## config.mk

```make
export PLATFORM = sky130hd
export DESIGN_NAME = pta_fifo
export DESIGN_NICKNAME = d
export VERILOG_FILES = /design/src/hw/rtl/pta_pkg.sv /design/src/hw/rtl/pta_fifo.sv
export SDC_FILE = /design/constraint.sdc
export NUM_CORES = 1
export LEC_CHECK = 0
export ABC_AREA = 1
export BUFFER_PORTS_ARGS = -buffer_cell sky130_fd_sc_hd__buf_2
export CAP_MARGIN = 40
export CORE_UTILIZATION = 25
export CTS_CLUSTER_DIAMETER = 150
export DETAILED_ROUTE_END_ITERATION = 16
export HOLD_SLACK_MARGIN = 0.03
export MAX_ROUTING_LAYER = met4
export PLACE_DENSITY = 0.55
export SLEW_MARGIN = 20
export SYNTH_ARGS = -nofsm -noshare
export SYNTH_HDL_FRONTEND = slang
export SYNTH_SLANG_ARGS = --single-unit
```

## constraint.sdc

```tcl
create_clock -name clk -period 1.5 [get_ports clk]
set_clock_uncertainty 0.2 [all_clocks]
set_input_delay 0.3 -clock clk [delete_from_list [all_inputs] [get_ports clk]]
set_output_delay 0.3 -clock clk [all_outputs]
set_load 0.01 [all_outputs]
```

## src/hw/rtl/pta_pkg.sv

```systemverilog
// Shared constants, types and the arctangent table for the point-to-arc offset block.
package pta_pkg;

  localparam int COORD_WIDTH_DEF = 32;
  localparam int ANGLE_WIDTH_DEF = 16;
  localparam int CORDIC_STEPS    = 30;
  localparam int ROT_LAT         = CORDIC_STEPS + 1;
  localparam int ROT_W           = 33;
  localparam int ROT_ZW          = 34;
  localparam int CFG_INDEX_W     = 3;
  localparam int PART_W          = 2;
  localparam int MID_DEPTH       = 4;
  localparam int OUT_DEPTH       = 4;

  localparam logic [31:0] KINV_Q30   = 32'd652032874;
  localparam logic [31:0] HALF_TURN  = 32'h8000_0000;
  localparam logic [31:0] QTR_TURN   = 32'h4000_0000;
  localparam logic [31:0] ROUND_Q30  = 32'h2000_0000;

  typedef enum logic [CFG_INDEX_W-1:0] {
    REG_CENTER_X    = 3'd0,
    REG_CENTER_Y    = 3'd1,
    REG_ARC_RADIUS  = 3'd2,
    REG_START_ANGLE = 3'd3,
    REG_END_ANGLE   = 3'd4
  } cfg_reg_t;

  typedef enum logic [PART_W-1:0] {
    PART_ARC   = 2'd0,
    PART_START = 2'd1,
    PART_END   = 2'd2
  } part_t;

  typedef struct packed {
    logic full;
    logic empty;
  } fifo_stat_t;

  function automatic logic [31:0] atan_turn(input int unsigned i);
    logic [31:0] r;
    case (i)
      0:  r = 32'h20000000;
      1:  r = 32'h12E4051D;
      2:  r = 32'h09FB385B;
      3:  r = 32'h051111D4;
      4:  r = 32'h028B0D43;
      5:  r = 32'h0145D7E1;
      6:  r = 32'h00A2F61E;
      7:  r = 32'h00517C55;
      8:  r = 32'h0028BE53;
      9:  r = 32'h00145F2E;
      10: r = 32'h000A2F98;
      11: r = 32'h000517CC;
      12: r = 32'h00028BE6;
      13: r = 32'h000145F3;
      14: r = 32'h0000A2F9;
      15: r = 32'h0000517C;
      16: r = 32'h000028BE;
      17: r = 32'h0000145F;
      18: r = 32'h00000A2F;
      19: r = 32'h00000517;
      20: r = 32'h0000028B;
      21: r = 32'h00000145;
      22: r = 32'h000000A2;
      23: r = 32'h00000051;
      24: r = 32'h00000028;
      25: r = 32'h00000014;
      26: r = 32'h0000000A;
      27: r = 32'h00000005;
      28: r = 32'h00000002;
      29: r = 32'h00000001;
      default: r = 32'h0;
    endcase
    return r;
  endfunction

endpackage

```

## src/hw/rtl/pta_fifo.sv

```systemverilog
// Small register queue with count-based full and empty.
module pta_fifo #(
  parameter int WIDTH = 8,
  parameter int DEPTH = 4
) (
  input  logic                clk,
  input  logic                rst,
  input  logic                wr_en,
  input  logic [WIDTH-1:0]    wr_data,
  input  logic                rd_en,
  output logic [WIDTH-1:0]    rd_data,
  output pta_pkg::fifo_stat_t stat
);
  import pta_pkg::*;

  localparam int AW = $clog2(DEPTH);

  logic [WIDTH-1:0] mem [DEPTH];
  logic [AW-1:0]    wr_ptr;
  logic [AW-1:0]    rd_ptr;
  logic [AW:0]      count;

  assign rd_data    = mem[rd_ptr];
  assign stat.full  = (count == (AW+1)'(DEPTH));
  assign stat.empty = (count == '0);

  always_ff @(posedge clk) begin
    if (wr_en) begin
      mem[wr_ptr] <= wr_data;
    end
  end

  always_ff @(posedge clk) begin
    if (rst) begin
      wr_ptr <= '0;
      rd_ptr <= '0;
      count  <= '0;
    end else begin
      if (wr_en) begin
        wr_ptr <= wr_ptr + 1'b1;
      end
      if (rd_en) begin
        rd_ptr <= rd_ptr + 1'b1;
      end
      if (wr_en && !rd_en) begin
        count <= count + 1'b1;
      end else if (rd_en && !wr_en) begin
        count <= count - 1'b1;
      end
    end
  end

  a_no_overflow: assert property (@(posedge clk) disable iff (rst)
    wr_en && !rd_en |-> !stat.full) else $error("write into full queue");
  a_no_underflow: assert property (@(posedge clk) disable iff (rst)
    rd_en |-> !stat.empty) else $error("read from empty queue");
  a_count_up: assert property (@(posedge clk) disable iff (rst)
    wr_en && !rd_en |=> count == $past(count) + 1'b1) else $error("count lost a word");

endmodule

```

* Yosys cells after proc, flatten, opt, wreduce, memory -nomap -nowiden
Memory sizes are Yosys's and may differ from the RTL's. A register that Yosys moved wholly into a read port is not among the register bits. Index checks and enable logic that the tools add are counted.
Operators by class: $add $sub $neg 4, equal/unequal tests 1, mux-type cells 6, reduce and logical (&&, ||, !) cells 6
Operators by type and width (number):
- 2-to-1 mux 3 bit | 2
- adder 2 x 1 -> 2 bit (second input constant) | 2
- 2-to-1 mux 2 bit | 2
- adder 3 x 1 -> 3 bit (second input constant) | 1
- equality test 3 bit (second input constant) | 1
- logical NOT 3 bit | 1
- subtractor 3 x 1 -> 3 bit (second input constant) | 1
- logical AND 1 bit | 2
- logical NOT 1 bit | 2
- 2-to-1 mux 1 bit | 2
- nonzero test 2 bit | 1
Word-level totals: bits in registers 7, memory bits (writable) 32, output and inout port bits 10, logic and storage cells 21, memories 1
Memory list:
- mem | words 4, width 8, rd ports 1, clocked after Yosys merged registers in 1, write ports 1, RTL line pta_fifo.sv:18 | logic [WIDTH-1:0] mem [DEPTH];

* Depth between registers and ports, before layout
word-level depth 4, mapped depth 10, mapped depth without buffers 10

* Least setup slack after synthesis
No wires, ideal clock.
path kind in2reg, from input port rd_en, to register count[2], setup time 0.110 ns, arrival time 1.191 ns, setup slack -0.001 ns, stages on the path 10, buffers on the path 0, cells stage by stage inv_1 ha_1 inv_1 fa_1 inv_1 nand2_1 nand3_1 nand2_1 inv_1 nor2_1
Between the ends: cells in the longest elaborated chain, start to end 3, elaborated cells between the ends (all ways) 5, those cells by class 1 x mux; 4 x reduce/logical
RTL lines:
- start, declared | RTL line pta_fifo.sv:10 | input logic rd_en,
- logical NOT 1 bit | RTL line pta_fifo.sv:45 | if (wr_en && !rd_en) begin
- logical AND 1 bit | RTL line pta_fifo.sv:45
- 2-to-1 mux 3 bit / nonzero test 2 bit (equally long branches)
- end signal, assigned | RTL line pta_fifo.sv:46 | count <= count + 1'b1;
- end signal, assigned | RTL line pta_fifo.sv:48 | count <= count - 1'b1;
- end, declared | RTL line pta_fifo.sv:21 | logic [AW:0] count;
Several ways; a longest one is shown, not always the timed one. A chain may end at the register's enable or synchronous reset.

==> impl_results.md <==
* FF-to-FF Start: count[0]$_SDFFE_PP0P_
* Max stage delay on crit path at ~0.38 ns
* Initial antenna violation count at 0
* Area Growth Syn to Fin at 38.0%
* Largest net degree at the start of global routing at 14
* Post-route setup slack at -0.224 ns
* # DRC at 0
* Worst VDD drop at ~430 uV
* Initial DRC Count at 40
* Hold EP: mem[0][3]$_DFFE_PP_
* Chip width at approximately 83 um
* Hold Path Depth at 1
* Pleak at 0.920 nW
* Syn Std Cell Area at ~0.0016 mm^2
* First-pass GRT wire length at 5250 um
* CTS tree: built
* Root buffer cell: clkbuf_8
* Core ar. at 0.00635 mm^2
* R2R Setup Slk at ~0.1 ns
* Dpl ws at -0.175 ns
* Final HPWL DP at 2110 um
* Clock slew at reported path FFs at ~0.080 ns
* Vias in the first global route at 1119
* # port buffers at 21
* Share of post-route cells with drive strength above 1 at 0.370
* Final Critical Period at 1.72 ns
* Commonest non-fill, non-tap cell in the layout: edfxtp_1
* Critical path, cell by cell: buf_6, o21ai_1, o22ai_1, buf_2
* Reg area at 0.00115 mm^2
* Nets at 206
* Status: complete, but fails checks
* Flops & latches, synth at 41
* Violated checks: negative setup slack
* Sequential element share of the synthesized area at 0.695
* Crit Path Category: flip-flop to output port
* Row Count at 29
* Crit path buffers/inverters at 2
* Routed vias at 1108
* Crit path required time at 1.00 ns
* CP top delay family: flip-flops
* Initial Utilization at 0.259
* Hold Violations, Final at 0
* Unrepaired setup endpoints after global routing: yes
* Fin crit share at 1.15
* CP max-delay cell: dfxtp_4
* Gr ovfl total at 0
* Yosys warning total at 0
* Vias per Instance at around 4.2
* WL per Instance at 11.3 um
* Final setup viols at 8
* Synth top area cells: edfxtp_1 (59%), dfxtp_1 (11%), o21ai_0 (5.2%), nor2_1 (4.3%), ha_1 (3.8%)
* Startpoint Class: flip-flop
* Synthesized instance count at approximately 130
* Slew HR at 0.853
* Sink Count at 41
* Die Area at 0.00689 mm^2
* Total inserted antenna cells at 0
* Die H at 83.0 um
* Type of element capturing the critical path: output port
* MaxCap Viol Count at 0
* Placer congestion estimate at 0.763
* Worst-path fanout max at 7
* Cell taking the most area after synthesis: edfxtp_1
* WL final at around 3000 um
* Boundary Pins at 22
* Worst Reg-to-Reg Cells at 7
* P per Cell Area at 1060 mW/mm^2
* Hold wc startpoint: wr_data[3]
* Core Util, Final at 0.357
* Worst-Skew Late Latency at around 0.29 ns
* Syn avg cell area at 12.3 um^2
* Most frequent cells in the layout: edfxtp_1 (32), buf_2 (21), nor2_1 (18)
* Multi-input logic area at 458 um^2
* Critical R2R Capture: count[2]$_SDFFE_PP0P_
* Max-slew violations at 0
* Share of the synthesized area in the top cell type at 0.585
* Min-delay worst type: input pin to flip-flop
* Net Count, Synth at 152
* Hold Worst Slack at 0.0450 ns
* Total track usage at 0.103
* Arrival time worst endpoint at around 1.2 ns
* CTS max path bufs at 2
* Distinct cell type count after synthesis at 19
* Filler Cells Inserted at 644
* Least-Margin Pin Slew at 0.218 ns
* TritonRoute pass-1 iters at 4
* CTS Buf Count at 5
* Htree depth at 2
* Fmax achieved at 580 MHz
* Detail Route Antenna Nets at 0
[kinds of logic (layout without fill, tap and decap cells)]
kind of cell | Yosys count | in the layout | synth area share
flops | 41 | 41 | 0.695
simple gates | 35 | 35 | 0.0884
compound gates | 32 | 32 | 0.108
buf+inv | 19 | 74 | 0.0526
fa+ha+maj | 6 | 6 | 0.0503
xor+xnor | 1 | 1 | 0.00534
[flip-flops by register name, summed over array words and instances, names as in the netlist, named ones only]
| name | flops |
|---|---|
| rd_ptr | 2 |
| count | 3 |
| mem | 32 |
| wr_ptr | 2 |
[cell type report]
class	instances	area share
clock buffers	5	0.0304
clock inverters	3	0.00773
inverters	17	0.0293
multi-input cells	74	0.202
flip-flops and latches	41	0.509
well taps	77	0.0425
repair buffers	49	0.179
[what timing repair did]
| item | 4_1_cts | 5_1_grt |
|---|---|---|
| hold endpoints to repair | 29 | 0 |
| buffers inserted | 3 | 0 |
| setup endpoints to repair | 9 | 10 |
| gates cloned | 0 | 0 |
| resized for setup | 27 | 14 |
| pin swaps | 8 | 7 |
| hold buffers | 8 | 0 |
[synth_stat cells]
cell type and count:
fa_1 1, nand4_1 1, nor2_1 19, inv_2 1, nand3_1 1, o22ai_1 8, o21ai_0 17, o21ai_2 2
edfxtp_1 32, o21ai_1 2, a21oi_1 3, nand2_1 9, ha_1 5, dfxtp_1 9, buf_6 2, inv_1 16
nor2_2 3, nor3_1 2, xor2_1 1
[worst max path at each step]
stage	from	end	slack (ns)	cells past startpoint
floorplan	rd_en	count[2]$_SDFFE_PP0P_	-0.0008	10
global placement	rd_en	count[2]$_SDFFE_PP0P_	-0.14	11
detailed placement	rd_en	count[2]$_SDFFE_PP0P_	-0.18	11
CTS	flip-flop	rd_data[5]	-0.25	4
global route	flip-flop	rd_data[1]	-0.32	4
finish	flip-flop	rd_data[1]	-0.22	4
[stage by stage]
stage	instances	power [mW]	setup TNS (ns)	instance area, um^2
after detailed placement	247	1.67	-0.371	1990
after CTS	266	2.42	-1.90	2230
final	266	2.40	-1.61	2270
after global routing	266	2.53	-2.37	2270
after global placement	247	1.66	-0.313	1990
after floorplan	134	1.51	-0.000776	1640
[metal layers]
layer,track usage,vias to the layer above,wire [um]
met5,-,-,0
met2,0.153,19,1450
met3,0.0368,5,97
met1,0.126,512,1410
li1,-,572,-
met4,0.0439,0,47
[report_power, final]
group          internal, mW  switching [mW]
sequential             1.29          0.0400
combinational         0.187           0.189
clock                 0.321           0.370
total                  1.80           0.599
Power figures use the tool's default switching activity.
